**config.mk**
```make
export PLATFORM = sky130hd
export DESIGN_NAME = ppm_p6_header_parser_top
export DESIGN_NICKNAME = d
export VERILOG_FILES = /design/src/ppm_hdr_pkg.sv /design/src/ppm_hdr_parse.sv /design/src/ppm_hdr_out.sv /design/src/ppm_hdr_parser_top.sv
export SDC_FILE = /design/constraint.sdc
export NUM_CORES = 1
export LEC_CHECK = 0
export BUFFER_PORTS_ARGS = -buffer_cell sky130_fd_sc_hd__buf_2
export CELL_PAD_IN_SITES_DETAIL_PLACEMENT = 1
export CELL_PAD_IN_SITES_GLOBAL_PLACEMENT = 1
export CORE_MARGIN = 5
export CORE_UTILIZATION = 48
export DETAILED_ROUTE_END_ITERATION = 7
export GPL_ROUTABILITY_DRIVEN = 0
export PLACE_DENSITY_LB_ADDON = 0.1
export SLEW_MARGIN = 20
export SYNTH_ARGS = -nofsm -noshare
export SYNTH_HDL_FRONTEND = slang
export SYNTH_SLANG_ARGS = --single-unit
```
**constraint.sdc**
```tcl
create_clock -name clk_i -period 4.2 [get_ports clk_i]
set_input_delay 0.84 -clock clk_i [delete_from_list [all_inputs] [get_ports clk_i]]
set_output_delay 0.84 -clock clk_i [all_outputs]
set_load 0.05 [all_outputs]
```
**src/ppm_hdr_pkg.sv**
```systemverilog
// Shared types, character codes and token update function for the PPM P6 header parser.
package ppm_hdr_pkg;

  localparam int unsigned MAX_TOKEN_CHARS = 5;

  localparam int unsigned LEN_W   = $clog2(MAX_TOKEN_CHARS + 1);
  localparam longint unsigned TOK_MAX = (64'd10 ** MAX_TOKEN_CHARS) - 64'd1;
  localparam int unsigned TOK_W   = $clog2(TOK_MAX + 1);
  localparam int unsigned DIM_W   = 17;
  localparam int unsigned MAXV_W  = 16;
  localparam int unsigned BYTE_W  = 8;
  localparam int unsigned PH_W    = 2;
  localparam int unsigned CMP_W   = (TOK_W > DIM_W) ? TOK_W : DIM_W;

  localparam logic [CMP_W-1:0] DIM_SAT      = CMP_W'(131071);
  localparam logic [CMP_W-1:0] MAXVAL_LIMIT = CMP_W'(65536);

  localparam logic [BYTE_W-1:0] CH_HASH  = 8'd35;
  localparam logic [BYTE_W-1:0] CH_SPACE = 8'd32;
  localparam logic [BYTE_W-1:0] CH_TAB   = 8'd9;
  localparam logic [BYTE_W-1:0] CH_CR    = 8'd13;
  localparam logic [BYTE_W-1:0] CH_LF    = 8'd10;
  localparam logic [BYTE_W-1:0] CH_ZERO  = 8'd48;
  localparam logic [BYTE_W-1:0] CH_NINE  = 8'd57;
  localparam logic [BYTE_W-1:0] CH_P     = 8'd80;
  localparam logic [BYTE_W-1:0] CH_6     = 8'd54;

  localparam logic [PH_W-1:0] PH_MAGIC  = 2'd0;
  localparam logic [PH_W-1:0] PH_WIDTH  = 2'd1;
  localparam logic [PH_W-1:0] PH_HEIGHT = 2'd2;
  localparam logic [PH_W-1:0] PH_MAXVAL = 2'd3;

  typedef enum logic [2:0] {
    ST_OK         = 3'd0,
    ST_BAD_MAGIC  = 3'd1,
    ST_BAD_WIDTH  = 3'd2,
    ST_BAD_HEIGHT = 3'd3,
    ST_BAD_MAXVAL = 3'd4
  } status_e;

  typedef struct packed {
    logic [LEN_W-1:0] len;
    logic [TOK_W-1:0] value;
    logic             invalid;
    logic             magic_ok;
  } tok_t;

  localparam tok_t TOK_CLEAR = '{len: '0, value: '0, invalid: 1'b0, magic_ok: 1'b1};

  typedef struct packed {
    status_e             status;
    logic [DIM_W-1:0]    width;
    logic [DIM_W-1:0]    height;
    logic [MAXV_W-1:0]   maxv;
    logic [BYTE_W-1:0]   pixel;
  } res_t;

  function automatic logic is_space(logic [BYTE_W-1:0] c);
    return c inside {CH_SPACE, CH_TAB, CH_CR, CH_LF};
  endfunction

  // one character into the current token
  function automatic tok_t take_char(tok_t tok, logic [PH_W-1:0] phase,
                                     logic [BYTE_W-1:0] c);
    tok_t              t;
    logic [BYTE_W-1:0] want;
    logic [BYTE_W-1:0] digit;
    t     = tok;
    want  = (tok.len == '0) ? CH_P : CH_6;
    digit = c - CH_ZERO;
    if (tok.len >= LEN_W'(MAX_TOKEN_CHARS)) begin
      t.invalid = 1'b1;
    end else begin
      if (phase == PH_MAGIC) begin
        if (tok.len >= LEN_W'(2) || c != want) begin
          t.magic_ok = 1'b0;
        end
      end else if (!(c inside {[CH_ZERO:CH_NINE]})) begin
        t.invalid = 1'b1;
      end else begin
        t.value = (tok.value << 3) + (tok.value << 1) + TOK_W'(digit);
      end
      t.len = LEN_W'(tok.len + LEN_W'(1));
    end
    return t;
  endfunction

  function automatic logic [DIM_W-1:0] sat_dim(logic [TOK_W-1:0] v);
    logic [CMP_W-1:0] x;
    x = CMP_W'(v);
    return (x > DIM_SAT) ? DIM_W'(DIM_SAT) : DIM_W'(x);
  endfunction

endpackage

```
**src/ppm_hdr_parse.sv**
```systemverilog
// Per-byte tokeniser and field judge holding the header parse state.
module ppm_hdr_parse
  import ppm_hdr_pkg::*;
(
  input  logic              clk_i,
  input  logic              rst_ni,
  input  logic              fire_i,
  input  logic [BYTE_W-1:0] byte_i,
  output logic              res_valid_o,
  output res_t              res_o
);

  logic [PH_W-1:0]  phase_q, phase_d;
  logic             skip_q, skip_d;
  logic             cmnt_q, cmnt_d;
  tok_t             tok_q, tok_d;
  logic [DIM_W-1:0] held_w_q, held_w_d;
  logic [DIM_W-1:0] held_h_q, held_h_d;
  logic             advance;
  logic             restart;

  always_comb begin
    phase_d     = phase_q;
    skip_d      = skip_q;
    cmnt_d      = cmnt_q;
    tok_d       = tok_q;
    held_w_d    = held_w_q;
    held_h_d    = held_h_q;
    res_valid_o = 1'b0;
    res_o       = '0;
    advance     = 1'b0;
    restart     = 1'b0;

    if (fire_i) begin
      if (!skip_q) begin
        if (is_space(byte_i)) begin
          skip_d = 1'b1;
        end else begin
          tok_d = take_char(tok_q, phase_q, byte_i);
        end
      end else if (cmnt_q) begin
        if (byte_i == CH_LF) begin
          cmnt_d = 1'b0;
        end
      end else if (is_space(byte_i)) begin
        skip_d = 1'b1;
      end else if (byte_i == CH_HASH) begin
        cmnt_d = 1'b1;
      end else begin
        case (phase_q)
          PH_MAGIC: begin
            if (!(tok_q.magic_ok && !tok_q.invalid && tok_q.len == LEN_W'(2))) begin
              res_valid_o  = 1'b1;
              res_o.status = ST_BAD_MAGIC;
              restart      = 1'b1;
            end else begin
              advance = 1'b1;
            end
          end
          PH_WIDTH: begin
            if (tok_q.invalid) begin
              res_valid_o  = 1'b1;
              res_o.status = ST_BAD_WIDTH;
              restart      = 1'b1;
            end else begin
              held_w_d = sat_dim(tok_q.value);
              advance  = 1'b1;
            end
          end
          PH_HEIGHT: begin
            if (tok_q.invalid) begin
              res_valid_o  = 1'b1;
              res_o.status = ST_BAD_HEIGHT;
              restart      = 1'b1;
            end else begin
              held_h_d = sat_dim(tok_q.value);
              advance  = 1'b1;
            end
          end
          default: begin
            res_valid_o = 1'b1;
            restart     = 1'b1;
            if (tok_q.invalid || CMP_W'(tok_q.value) >= MAXVAL_LIMIT) begin
              res_o.status = ST_BAD_MAXVAL;
            end else begin
              res_o.status = ST_OK;
              res_o.width  = held_w_q;
              res_o.height = held_h_q;
              res_o.maxv   = MAXV_W'(CMP_W'(tok_q.value));
              res_o.pixel  = byte_i;
            end
          end
        endcase
      end
    end

    if (advance) begin
      phase_d = PH_W'(phase_q + PH_W'(1));
      skip_d  = 1'b0;
      tok_d   = take_char(TOK_CLEAR, PH_W'(phase_q + PH_W'(1)), byte_i);
    end
    if (restart) begin
      phase_d  = PH_MAGIC;
      skip_d   = 1'b0;
      cmnt_d   = 1'b0;
      tok_d    = TOK_CLEAR;
      held_w_d = '0;
      held_h_d = '0;
    end
  end

  always_ff @(posedge clk_i or negedge rst_ni) begin
    if (!rst_ni) begin
      phase_q  <= PH_MAGIC;
      skip_q   <= 1'b0;
      cmnt_q   <= 1'b0;
      tok_q    <= TOK_CLEAR;
      held_w_q <= '0;
      held_h_q <= '0;
    end else begin
      phase_q  <= phase_d;
      skip_q   <= skip_d;
      cmnt_q   <= cmnt_d;
      tok_q    <= tok_d;
      held_w_q <= held_w_d;
      held_h_q <= held_h_d;
    end
  end

endmodule

```
**src/ppm_hdr_out.sv**
```systemverilog
// Result register with stall handling on the output channel.
module ppm_hdr_out
  import ppm_hdr_pkg::*;
(
  input  logic clk_i,
  input  logic rst_ni,
  input  logic load_i,
  input  res_t res_i,
  input  logic out_stall_i,
  output logic ready_o,
  output logic out_valid_o,
  output res_t res_o
);

  logic valid_q, valid_d;
  res_t res_q, res_d;

  assign ready_o = !valid_q || !out_stall_i;

  always_comb begin
    valid_d = valid_q;
    res_d   = res_q;
    if (ready_o) begin
      valid_d = load_i;
      if (load_i) begin
        res_d = res_i;
      end
    end
  end

  always_ff @(posedge clk_i or negedge rst_ni) begin
    if (!rst_ni) begin
      valid_q <= 1'b0;
    end else begin
      valid_q <= valid_d;
    end
  end

  always_ff @(posedge clk_i) begin
    res_q <= res_d;
  end

  assign out_valid_o = valid_q;
  assign res_o       = res_q;

endmodule

```
**src/ppm_hdr_parser_top.sv**
```systemverilog
// Top level of the binary PPM (P6) header parser.
// Takes one header byte per beat and reports, once the maxval token is closed by
// the first non-separator byte, the width, height, maxval and that first pixel
// byte with status 0, or on the first bad token a status code 1 to 4 with zero
// fields; '#' after whitespace starts a comment running to LF. One byte is taken
// every cycle unless the input side is stalled; a byte that closes the header is
// judged while it sits in the input register, and its result is loaded into the
// result register that drives the outputs. While the result register is full
// and stalled, a byte waiting in the input register stalls the input side.
module ppm_p6_header_parser_top
  import ppm_hdr_pkg::*;
(
  input  logic              clk_i,
  input  logic              rst_ni,
  input  logic              in_valid_i,
  output logic              in_stall_o,
  input  logic [7:0]        header_byte_i,
  output logic              out_valid_o,
  input  logic              out_stall_i,
  output logic [2:0]        status_o,
  output logic [16:0]       image_width_o,
  output logic [16:0]       image_height_o,
  output logic [15:0]       max_value_o,
  output logic [7:0]        first_pixel_byte_o
);

  logic              in_valid_q;
  logic [BYTE_W-1:0] in_byte_q;
  logic              ready;
  logic              fire;
  logic              res_valid;
  res_t              res;
  res_t              out_res;

  assign in_stall_o = in_valid_q && !ready;
  assign fire       = in_valid_q && ready;

  always_ff @(posedge clk_i or negedge rst_ni) begin
    if (!rst_ni) begin
      in_valid_q <= 1'b0;
    end else if (!in_stall_o) begin
      in_valid_q <= in_valid_i;
    end
  end

  always_ff @(posedge clk_i) begin
    if (!in_stall_o && in_valid_i) begin
      in_byte_q <= header_byte_i;
    end
  end

  ppm_hdr_parse u_parse (
    .clk_i       (clk_i),
    .rst_ni      (rst_ni),
    .fire_i      (fire),
    .byte_i      (in_byte_q),
    .res_valid_o (res_valid),
    .res_o       (res)
  );

  ppm_hdr_out u_out (
    .clk_i       (clk_i),
    .rst_ni      (rst_ni),
    .load_i      (fire && res_valid),
    .res_i       (res),
    .out_stall_i (out_stall_i),
    .ready_o     (ready),
    .out_valid_o (out_valid_o),
    .res_o       (out_res)
  );

  assign status_o           = out_res.status;
  assign image_width_o      = out_res.width;
  assign image_height_o     = out_res.height;
  assign max_value_o        = out_res.maxv;
  assign first_pixel_byte_o = out_res.pixel;

endmodule

```
After elaboration in Yosys (flattened, before gate mapping)
Cells that the tools add are included.
Word-level totals
  register bits after elaboration: 131
  output and inout port bits: 63
  input bits: 12
Cells by class
  equality and inequality tests: 20
  bitwise logic cells: 2
  magnitude comparators: 6
  add/sub/neg operators: 5
  reduce and logical (&&, ||, !) cells: 39
  muxes and demuxes: 70
Operator list (number)
  2-to-1 mux 17 bit: 17
  2-to-1 mux 22 bit: 5
  2-to-1 mux 18 bit: 2
  2-to-1 mux 1 bit: 35
  == test 8 x 4 -> 1 bit (second input constant): 3
  2-to-1 mux 20 bit: 1
  adder 17 bit: 1
  adder 17 x 8 -> 17 bit: 1
  greater-or-equal comparator 17 bit (second input constant): 1
  greater-than comparator 17 bit (second input constant): 1
  == test 8 x 6 -> 1 bit (second input constant): 2
  AND reduction 7 bit: 2
  AND reduction 6 bit: 2
  nonzero test 3 bit: 4
  nonzero test 2 bit: 5
  inequality test 3 x 2 -> 1 bit (second input constant): 3
  one-hot mux 3 bit (3 select lines): 1
  OR reduction 9 bit: 1
  greater-or-equal comparator 8 x 6 -> 1 bit (second input constant): 1
  less-or-equal comparator 8 x 6 -> 1 bit (second input constant): 1
  2-to-1 mux 2 bit: 4
  2-to-1 mux 8 bit: 1
  inequality test 2 bit (second input constant): 4
  inequality test 4 x 2 -> 1 bit (second input constant): 2
  other kinds (26): 42

Longest topological paths before layout
Gate-level depths: netlist (run 1).
  depth in word-level cells: 12
  gate-level depth with buffers: 12

Modules after synthesis
A second synthesis (run 1) with hierarchy kept.
Second synthesis, totals
  cell total of the unflattened synthesis: 557
  area total of the unflattened synthesis: 6381.1 sq um
Modules (own cells, without submodules)
  ppm_hdr_parse: seq. area each 1502.7 sq um, area an instance 4191.5 sq um, cells each 477, times used 1
  ppm_hdr_out: seq. area each 1856.8 sq um, area an instance 1879.3 sq um, cells each 65, times used 1
  ppm_p6_header_parser_top: seq. area each 265.3 sq um, area an instance 310.3 sq um, cells each 15, times used 1

Least setup slack after synthesis (run 1)
Ideal clock, no wire load.
  path kind: input -> register
  start point: input out_stall_i
  end point: register u_parse.held_w_q[1]
  buffers on the path: 1
  data arrival time: 3.926 ns
  slack: 0.147 ns
  stages on the path: 7
  setup time: 0.128 ns
  cells stage by stage: a21boi_2 -> nand2_1 -> or2_1 -> nor3_2 -> clkbuf_1 -> nor2_1 -> mux2_1
On the way
  cells in the longest elaborated chain, start to end: 6
  elaborated cells between the ends (all ways): 13
Ends and longest elaborated chain
  from (decl): RTL line ppm_hdr_parser_top.sv:19  | input logic out_stall_i,
  logical NOT 1 bit *: RTL line ppm_hdr_out.sv:18  | assign ready_o = !valid_q || !out_stall_i;
  logical OR 1 bit *: RTL line ppm_hdr_out.sv:18
  logical AND 1 bit *: RTL line ppm_hdr_parser_top.sv:36  | assign fire = in_valid_q && ready;
  2-to-1 mux 1 bit: RTL line ppm_hdr_parse.sv:34  | if (fire_i) begin
  inequality test 2 bit (no line) / nonzero test 2 bit (equally long branches)
  AND reduction 7 bit (no line)
  to (signal assigned): RTL line ppm_hdr_parse.sv:125  | held_w_q <= held_w_d;
  to (decl): RTL line ppm_hdr_parse.sv:17  | logic [DIM_W-1:0] held_w_q, held_w_d;
Every way passes the cells marked *; elsewhere a longest branch is shown, timed or not.
A chain may end at the register's enable or synchronous reset.

Final worst setup path (run 1)
  start point: register in_byte_q[4]
  end point: register u_out.res_q, in the netlist u_out.res_o[29] (data pin)
On the way
  cells in the longest elaborated chain, start to end: 3
  elaborated cells between the ends (all ways): 7
Ends and longest elaborated chain
  from (decl): RTL line ppm_hdr_parser_top.sv:28  | logic [BYTE_W-1:0] in_byte_q;
  from (signal assigned): RTL line ppm_hdr_parser_top.sv:48  | in_byte_q <= header_byte_i;
  == test 8 x 6 -> 1 bit / == test 8 x 4 -> 1 bit (equally long branches): RTL line ppm_hdr_pkg.sv:59  | return c inside {CH_SPACE, CH_TAB, CH_CR, CH_LF};
  nonzero test 4 bit: RTL line ppm_hdr_pkg.sv:59
  OR reduction 9 bit (no line) *
  to (signal assigned): RTL line ppm_hdr_out.sv:40  | res_q <= res_d;
  to (decl): RTL line ppm_hdr_out.sv:16  | res_t res_q, res_d;
Marks and branches as above.

==> results of run 1 <==
cell families after synthesis:
group,synth area share (%)
simple gates,14.4
flops,55.4
compound gates,9.12
buf+inv,3.56
fa+ha+maj,8.53
mux,6.63
xor+xnor,2.41
stage by stage:
stage | cells | worst slack, ns
final | 795 | 0.857
after global routing | 795 | 0.588
after CTS | 795 | 0.885
after detailed placement | 764 | 0.887
after global placement | 764 | 0.920
after floorplan | 531 | 0.147
flip-flops by register name, summed over array words and instances (netlist names):
register and count:
in_valid_q 1, u_parse.tok_q 22, u_parse.phase_q 2, u_out.res_o 61
u_parse.held_w_q 17, in_byte_q 8, u_parse.cmnt_q 1, u_parse.skip_q 1
u_parse.held_h_q 17, u_out.out_valid_o 1
cells in the final DEF (no fill, tap or decap), types with 3 or more instances in the layout:
cell	count
nor2_1	22
buf_2	74
xnor2_1	12
nor2b_1	12
nor4_1	3
mux2i_1	4
inv_1	27
and2_1	52
o21a_1	3
nor3_1	14
o211ai_1	4
clkbuf_16	17
a21o_1	8
clkbuf_8	5
nand3_1	4
a22o_1	5
mux2_2	34
edfxtp_1	69
buf_4	3
nand2_1	25
dfrtp_1	61
ha_1	35
nand2b_1	6
a21oi_1	18
or4_1	6
fa_1	6
xor2_1	6
o21ai_0	26
routing by layer:
layer | GRT usage [%] | part of all wire, % | vias to the layer above
li1 | - | - | 2041
met1 | 26.5 | 45 | 2165
met2 | 31.4 | 48 | 116
met3 | 5.97 | 6.2 | 11
met4 | 5.68 | 0.93 | 0
met5 | 0 | 0 | -
where the power goes:
part | internal, mW | total, mW | switching, mW
clock network | 0.951 | 1.48 | 0.533
registers | 1.57 | 1.71 | 0.142
logic | 0.573 | 1.56 | 0.984
worst reg2reg max path, stage by stage (launching register included):
cell and delay (ns):
edfxtp_1 0.49, inv_1 0.21, ha_1 0.19, nor4b_1 0.43, o21ai_2 0.11, nand2_2 0.17, or2_1 0.73, nor2_2 0.22
buf_4 0.30, and2_1 0.23
synth_stat cells (6+ instances only):
cell type / instances
edfxtp_1: 69
dfrtp_1: 61
and2_1: 52
ha_1: 35
mux2_2: 34
inv_1: 27
o21ai_0: 26
nand2_1: 25
nor2_1: 22
a21oi_1: 18
nor3_1: 14
nor2b_1: 12
xnor2_1: 12
clkbuf_1: 9
a21o_1: 8
fa_1: 6
nand2b_1: 6
or4_1: 6
xor2_1: 6
area by class of cell:
cell class / instances / area [um^2]
clock buffers: 24 / 502
clock inverters: 7 / 97.6
fillers: 1376 / 5640
inverters: 27 / 101
multi-input cells: 352 / 2690
flip-flops and latches: 131 / 3620
well taps: 176 / 220
repair buffers: 78 / 413
worst paths after layout:
path | to | slack, ns
setup / recovery | u_out.res_o[29]$_SDFFCE_PP0P_ | 0.86
hold / removal | u_parse.tok_q[4]$_DFFE_PN0P_ | 0.48
setup reg to reg | u_out.res_o[29]$_SDFFCE_PP0P_ | 0.86
hold reg to reg | u_parse.held_w_q[16]$_DFFE_PN0P_ | 0.50
max in group asynchronous | u_parse.held_h_q[10]$_DFFE_PN0P_ | 2.77
min in group clk_i | u_parse.held_w_q[16]$_DFFE_PN0P_ | 0.50
==> results by group, run 1 <==
Run status
  – Status: finished, final reports clean

Setup path
  – FF-to-FF path depth: 9
  – Arrival @ worst endpoint: 3.50 ns
  – Reg2reg start: in_byte_q[4]$_DFFE_PP_
  – CP max stage delay: a little over 0.7 ns
  – Cell Chain, Critical Path: inv_1 > ha_1 > nor4b_1 > o21ai_2 > nand2_2 > or2_1 > nor2_2 > buf_4 > and2_1
  – CP delay by family, top: simple AND/OR/NAND/NOR gates
  – Number of cells on the critical path: 9
  – CP bufs+invs: 2
  – CP Capture Type: flip-flop
  – Worst EP required: 4.36 ns
  – Crit Path Class: reg2reg
  – CP max FO: 41
  – CP startpoint: in_byte_q[4]$_DFFE_PP_
  – Slowest-stage cell, CP: or2_1
  – Startpoint Class: flip-flop

STA
  – Worst slew margin: 40.2%
  – Max frequency: 0.299 GHz
  – Hold Vio Cnt, Final: 0
  – Slew @ Worst Pin: 0.898 ns
  – RSZ-0062 raised after global routing: false
  – Final hold slack: approximately 0.48 ns
  – TNS Setup: 0 ns
  – Max-slew violation count: 0
  – Minimum clock period after layout: 3.34 ns
  – Final period utilization: 79.6%
  – Fin Clk Skew: approximately 0.022 ns
  – Final setup fails: 0

Pwr
  – Maximum vdd drop: 0.415 mV
  – Total power: 4.75 mW
  – P_leak: 3.35 nW
  – Pwr per Cell Area: 621 mW/mm^2

Clock network
  – Clock root buffer: clkbuf_16
  – CTS resizes: 0
  – Cts bufs inserted: 17
  – Count of hold-fix buffers inserted at cts: 0
  – Clk_lat worst skew: 0.42 ns
  – CTS tree: yes
  – Clock sinks: ~130
  – Clock Path Buffers: 2
  – Clock Pin Slew Worst Setup and Hold Paths: 0.05 ns
  – H-Tree Level Count: 4
  – Number of setup buffers added after CTS: 0

Layout
  – Synth-to-Final Area Change: 16.9%
  – N_diodes: 0
  – Post-route design area: 0.00765 mm^2
  – Post-route core utilization: 57.5%
  – Share of layout cells above drive strength 1: 25.4%
  – Nets: 660

Yosys
  – Top cell type's share of synthesized area: 31.7%
  – Ranking of synthesized cells by area: edfxtp_1 (32%), dfrtp_1 (23%), ha_1 (6.7%), mux2_2 (5.9%), and2_1 (5.0%)
  – Yosys cell types: 65
  – Avg Cell Area, Syn: 12.3 um^2
  – Sequential element share of the synthesized area: about 55%
  – Cell count after synthesis: about 530
  – Warnings, synthesis: 0
  – Syn Nets: 584
  – Synth Register Bits: about 130
  – Async S/R FF share, synth: 47.3%
  – Post-synthesis cell area: 0.00654 mm^2
  – Post-synth top area cell: edfxtp_1
  – Dominant synthesized flop cell: edfxtp_1
  – Number of flops mapped to enable cells by yosys: a little under 70

Floorplan
  – IO Count: between 70 and 80
  – Die Wd: 127 um
  – Num rows: 42
  – Die Ht: 127 um
  – Core Box Area: about 0.013 mm^2
  – Initial Util: roughly half
  – DIE AREA: 0.0161 mm^2

Drt
  – Avg Vias per Cell: 5.45
  – Total Wirelength: about 15000 um
  – Post-route ant nets: 0
  – Vias: around 4300
  – Wire per inst: about 19 um
  – DRT iter0 DRCs: about 300
  – First-pass detailed-route iteration total: 4
  – DRC viols: 0

Global route
  – Initial antenna violation count: 0
  – Global route overflow: 0
  – Largest net degree at the start of global routing: 83
  – Vias in the first global route: 4588
  – First-pass GRT wire length: around 25000 um
  – GRT Total Usage: approximately 20%

Place
  – Placed inst area: around 0.007 mm^2
  – Port Buf Inserts: 74
  – Hpwl dp: 10500 um

Hold path
  – Hold Path Class: in2async

Flow run
  – MaxCap Viol Count: 0
Power figures use the tool's default switching activity.
==> inputs of run 2 (changes only) <==
==> constraint.sdc (replaced) <==
create_clock -name clk_i -period 3.2 [get_ports clk_i]
set_input_delay 0.64 -clock clk_i [delete_from_list [all_inputs] [get_ports clk_i]]
set_output_delay 0.64 -clock clk_i [all_outputs]
set_load 0.05 [all_outputs]
==> run 2 against run 1 <==
Non-clock buffer count rose by 12. Flip-flop and latch count did not move. Clock-buffer cell count fell by 2. Clock skew fell by 0.012 ns.
==> results by group, run 2 (synthesis results as in run 1) <==
Global route
  – GRT Total Usage: 20.1%
  – Vias in the first global route: 4641
  – Initial antenna violation count: 0
  – First-pass GRT wire length: between 20000 and 30000 um
  – Global route overflow: 0
  – Largest net degree at the start of global routing: 47

STA
  – Slew @ Worst Pin: 0.867 ns
  – Final setup fails: 0
  – Minimum clock period after layout: 3.05 ns
  – Max frequency: 0.328 GHz
  – Hold Vio Cnt, Final: 0
  – Fin Clk Skew: 0.00995 ns
  – Worst slew margin: between 40 and 50%
  – Max-slew violation count: 0
  – RSZ-0062 raised after global routing: false
  – Final period utilization: 95.2%
  – TNS Setup: 0 ns

Layout
  – Share of layout cells above drive strength 1: 27.1%
  – N_diodes: 0
  – Max reg flops: 61
  – Most common cell after layout, fill and taps aside: buf_2
  – Post-route design area: 0.00772 mm^2
  – Most frequent cells in the layout: buf_2 (74), edfxtp_1 (69), dfrtp_1 (61)
  – Synth-to-Final Area Change: 18.0%
  – Nets: 672

Drt
  – DRC viols: 0
  – Wire per inst: 18.7 um
  – Post-route ant nets: 0
  – Total Wirelength: between 15000 and 20000 um
  – Avg Vias per Cell: ~5.4
  – DRT iter0 DRCs: 300
  – Vias: approximately 4400
  – First-pass detailed-route iteration total: 4

Clock network
  – Count of hold-fix buffers inserted at cts: 0
  – Cts bufs inserted: 17
  – Clock root buffer: clkbuf_16
  – Clock Pin Slew Worst Setup and Hold Paths: 0.06 ns
  – Clock Path Buffers: 2
  – Clk_lat worst skew: around 0.42 ns
  – CTS tree: yes
  – H-Tree Level Count: 4
  – Clock sinks: 131

Setup path
  – Reg2reg start: in_byte_q[4]$_DFFE_PP_
  – CP Capture Type: flip-flop
  – Crit Path Class: reg2reg
  – CP max stage delay: 0.55 ns
  – Arrival @ worst endpoint: 3.37 ns
  – Reg2Reg Capture Point: u_parse.tok_q[16]$_DFFE_PN0P_
  – Crit-path most repeated cell: ha_1
  – CP max FO: 6
  – Startpoint Class: flip-flop
  – Flop-to-flop setup slack: approximately 0.15 ns
  – Cell Chain, Critical Path: ha_1 > xor2_1 > fa_1 > inv_1 > ha_1 > or4_1 > o2111ai_2 > a31oi_1 > xnor2_1 > o21ai_0
  – Worst EP required: 3.53 ns
  – FF-to-FF path depth: 10
  – Slowest-stage cell, CP: or4_1

Floorplan
  – Die Wd: between 100 and 150 um
  – Num rows: 42
  – Initial Util: between 40 and 50%
  – Die Ht: 127 um
  – Core Box Area: about 0.013 mm^2
  – IO Count: 75
  – DIE AREA: 0.0161 mm^2

Hold path
  – Hold Path Class: in2async

Pwr
  – P_leak: 3.40 nW
  – Pwr per Cell Area: roughly 800 mW/mm^2
  – Maximum vdd drop: 0.553 mV

Run status
  – Status: finished, final reports clean

Flow run
  – MaxCap Viol Count: 0

Place
  – Port Buf Inserts: 74
  – Hpwl dp: 11000 um
  – Placed inst area: 0.00717 mm^2
run 2: cell count changes in the layout (fill, tap and decap cells not counted), moves of 2 or more:
cell	change
buf_12	+2
clkinv_2	+5
clkbuf_1	+2
clkbuf_8	-5
buf_4	+10
run 2: how the worst max path moves through the flow:
| stage | startpoint | endpoint | slack [ns] | cells past startpoint |
|---|---|---|---|---|
| 4_1_cts | in_byte_q[4]$_DFFE_PP_ | u_parse.tok_q[16]$_DFFE_PN0P_ | 0.07 | 10 |
| 3_5_place_dp | in_byte_q[4]$_DFFE_PP_ | u_parse.tok_q[16]$_DFFE_PN0P_ | 0.1 | 10 |
| 3_3_place_gp | in_byte_q[4]$_DFFE_PP_ | u_parse.tok_q[18]$_DFFE_PN0P_ | 0.19 | 10 |
| 5_1_grt | in_byte_q[4]$_DFFE_PP_ | u_parse.tok_q[15]$_DFFE_PN0P_ | 0.03 | 11 |
| 2_1_floorplan | u_out.out_valid_o$_DFFE_PN0N_ | u_parse.held_w_q[1]$_DFFE_PN0P_ | 0.31 | 7 |
| 6_report | in_byte_q[4]$_DFFE_PP_ | u_parse.tok_q[16]$_DFFE_PN0P_ | 0.15 | 10 |
run 2: metrics by stage:
stage / power (mW) / setup slack (ns) / utilization, % / cells / hold WS [ns]
2_1_floorplan: 3.78 / 0.307 / - / 531 / 0.344
3_3_place_gp: 4.27 / 0.188 / 53.9 / 776 / 0.463
3_5_place_dp: 4.37 / 0.0977 / 53.9 / 776 / 0.477
4_1_cts: 6.21 / 0.0717 / 58.0 / 808 / 0.348
5_1_grt: 6.54 / 0.0283 / 58.1 / 808 / 0.369
6_report: 6.18 / 0.154 / 58.1 / 808 / 0.328
run 2: layout make-up:
cell class                 instances  area [um^2]
clock buffer                      22          465
clock inverter                    10         82.6
fill                            1394         5570
inverter                          27          101
multi-input combinational        352         2700
sequential                       131         3620
tap                              176          220
timing repair buffer              90          528
run 2: timing repair:
| action | in CTS | in global routing |
|---|---|---|
| hold endpoints to repair | 0 | 0 |
| setup buffers | 0 | 0 |
| setup endpoints to repair | 0 | 47 |
| gates resized for setup | 0 | 5 |
run 2: where the power goes:
part,leakage [nW],internal [mW],switching [mW]
sequential,1.47,2.06,0.165
combinational,1.66,0.800,1.35
clock,0.273,1.11,0.701
total,3.40,3.96,2.22
run 2: per-layer routing:
layer / up-vias / global-route usage [%] / wire length, um
li1: 2069 / - / -
met1: 2189 / 27.4 / 6800
met2: 111 / 31.8 / 7190
met3: 21 / 5.17 / 853
met4: 0 / 6.31 / 222
met5: - / 0 / 0
run 2: worst max-delay path, delay by kind of cell (launching register included):
kind / cells / cell delay (ns)
xor+xnor: 2 / 0.30
simple gates: 1 / 0.55
buf+inv: 1 / 0.04
fa+ha+maj: 3 / 1.01
flops: 1 / 0.50
compound gates: 3 / 0.55
==> inputs of run 3 (changes only) <==
--- a/config.mk
+++ b/config.mk
@@ -5,7 +5,7 @@
 export SDC_FILE = /design/constraint.sdc
 export NUM_CORES = 1
 export LEC_CHECK = 0
-export BUFFER_PORTS_ARGS = -buffer_cell sky130_fd_sc_hd__buf_2
+export BUFFER_PORTS_ARGS = -buffer_cell sky130_fd_sc_hd__buf_4
 export CELL_PAD_IN_SITES_DETAIL_PLACEMENT = 1
 export CELL_PAD_IN_SITES_GLOBAL_PLACEMENT = 1
 export CORE_MARGIN = 5
==> run 3 against run 2 <==
Utilization increased by 1.6 points. Global-route usage fell by 0.068 points. Critical path depth stayed put. Setup slack improved by 0.022 ns. Combinational power about the same. Final area rose by 2.8%. Largest power group unchanged.
==> results by group, run 3 (synthesis results as in run 1) <==
Setup path
  – CP Capture Type: flip-flop
  – Worst EP required: 3.48 ns
  – Crit Path Class: reg2reg
  – Reg2Reg Capture Point: u_parse.tok_q[18]$_DFFE_PN0P_
  – Arrival @ worst endpoint: between 3 and 4 ns
  – Slowest-stage cell, CP: or4_1
  – Crit path to: u_parse.tok_q[18]$_DFFE_PN0P_
  – Cell Chain, Critical Path: ha_1 > xor2_1 > fa_1 > inv_1 > ha_1 > or4_1 > o2111ai_2 > o211ai_1 > xnor2_1 > o21ai_0
  – CP max FO: 5
  – Flop-to-flop setup slack: 0.18 ns
  – CP max stage delay: 0.54 ns
  – FF-to-FF path depth: 10
  – Crit-path most repeated cell: ha_1
  – CP bufs+invs: 1
  – CP startpoint: in_byte_q[4]$_DFFE_PP_
  – Number of cells on the critical path: 10
  – Reg2reg start: in_byte_q[4]$_DFFE_PP_
  – CP delay by family, top: adder cells
  – Startpoint Class: flip-flop

Pwr
  – Internal: approximately 4 mW
  – Pwr per Cell Area: 793 mW/mm^2
  – Combinational Power Share: about a third
  – Seq pwr share: between 30% and 40%
  – Total power: 6.30 mW
  – Maximum vdd drop: 0.705 mV
  – Switching power total: approximately 2.3 mW
  – P_leak: 3.46 nW
  – Clock power share: roughly 30%
  – Sw frac: between 30% and 40%

Layout
  – Reg area: 0.00362 mm^2
  – Most frequent cells in the layout: buf_4 (89), edfxtp_1 (69), dfrtp_1 (61)
  – Nets: 673
  – Post-route design area: 0.00794 mm^2
  – N_diodes: 0
  – Synth-to-Final Area Change: 21.3%
  – Filler Cell Count: 1339
  – Most common cell after layout, fill and taps aside: buf_4
  – Fin cells: 809
  – Max reg flops: 61
  – Share of layout cells above drive strength 1: 27.2%
  – Post-route core utilization: between 50% and 60%
  – Multi-input gate area: ~0.0027 mm^2

Floorplan
  – Core Box Area: 0.0133 mm^2
  – Num rows: 42
  – Die Ht: 127 um
  – Initial Util: 49.2%
  – IO Count: 75
  – DIE AREA: 0.0161 mm^2
  – Die Wd: 127 um

Drt
  – DRT iter0 DRCs: 247
  – Post-route ant nets: 0
  – DRC viols: 0
  – Total Wirelength: between 15000 and 20000 um
  – Wire per inst: 19.1 um
  – Vias: between 4000 and 5000
  – Avg Vias per Cell: 5.44
  – First-pass detailed-route iteration total: 4

STA
  – Final period utilization: 94.5%
  – Final setup fails: 0
  – Worst slew margin: 42.9%
  – TNS Setup: 0 ns
  – Minimum clock period after layout: 3.02 ns
  – Max frequency: 0.331 GHz
  – Hold Vio Cnt, Final: 0
  – Final Worst Setup Slack: approximately 0.18 ns
  – Final hold slack: 0.325 ns
  – Fin Clk Skew: just under 0.007 ns
  – Max-slew violation count: 0
  – Slew @ Worst Pin: ~0.86 ns

Clock network
  – Clock Path Buffers: 2
  – H-Tree Level Count: 4
  – Clock Pin Slew Worst Setup and Hold Paths: 0.06 ns
  – Clock sinks: approximately 130
  – Clock root buffer: clkbuf_16
  – CTS tree: yes
  – Count of hold-fix buffers inserted at cts: 0
  – Cts bufs inserted: 17
  – Clk_lat worst skew: 0.42 ns

Place
  – Port Buf Inserts: 74
  – Inst Count DP: 775
  – Placement Setup Slack: between 0.08 and 0.09 ns
  – Placed inst area: 0.00733 mm^2
  – Hpwl dp: between 10000 and 15000 um

Global route
  – Largest net degree at the start of global routing: 63
  – GRT Total Usage: between 20% and 30%
  – Global route overflow: 0
  – Initial antenna violation count: 0
  – First-pass GRT wire length: 25200 um
  – Vias in the first global route: 4677

Flow run
  – MaxCap Viol Count: 0

Run status
  – Status: finished, final reports clean

Hold path
  – Hold Path Class: in2async
run 3: cell types whose count changed in the layout (fill, tap and decap cells not counted), sizes merged:
cell,change
bufinv,+1
clkinvlp,+4
buf,+1
inv,+2
clkbuf,-3
clkinv,-4
run 3: what timing repair did:
item | in CTS | in global routing
buffers inserted | 0 | 2
endpoints found under the setup margin | 0 | 5
resized for setup | 0 | 2
run 3: power groups by stage:
stage / combinational, mW / clock, mW / sequential (mW)
after floorplan: 1.32 / 0 / 2.47
after detailed placement: 2.13 / 0 / 2.26
final: 2.15 / 1.91 / 2.23
after global routing: 2.38 / 2.03 / 2.27
after CTS: 2.15 / 1.94 / 2.24
after global placement: 2.06 / 0 / 2.24
run 3: how the worst min path moves through the flow:
| stage | startpoint | to | slack [ns] | cells after the start |
|---|---|---|---|---|
| 3_5_place_dp | u_parse.held_w_q[1]$_DFFE_PN0P_ | u_parse.held_w_q[1]$_DFFE_PN0P_ | 0.49 | 1 |
| 3_3_place_gp | u_parse.held_w_q[1]$_DFFE_PN0P_ | u_parse.held_w_q[1]$_DFFE_PN0P_ | 0.46 | 1 |
| 4_1_cts | rst_ni | u_parse.tok_q[15]$_DFFE_PN0P_ | 0.36 | 1 |
| 6_report | rst_ni | u_parse.tok_q[15]$_DFFE_PN0P_ | 0.33 | 1 |
| 2_1_floorplan | rst_ni | in_valid_q$_DFFE_PN0N_ | 0.34 | 0 |
| 5_1_grt | rst_ni | u_parse.tok_q[15]$_DFFE_PN0P_ | 0.37 | 1 |
run 3: per-layer routing:
layer / GRT usage [%] / up-vias / share of wire [%]
met5: 0 / - / 0
met4: 5.49 / 0 / 1.1
met3: 4.75 / 16 / 4.5
met2: 32.8 / 90 / 50
met1: 26.9 / 2222 / 45
li1: - / 2074 / -
run 3: cell type report:
cell class / count / share of cell area (%)
clock buffer: 19 / 5.45
timing repair buffer: 91 / 8.92
clock inverter: 13 / 1.89
multi-input combinational: 352 / 34.0
tap: 176 / 2.77
inverter: 27 / 1.28
sequential: 131 / 45.7
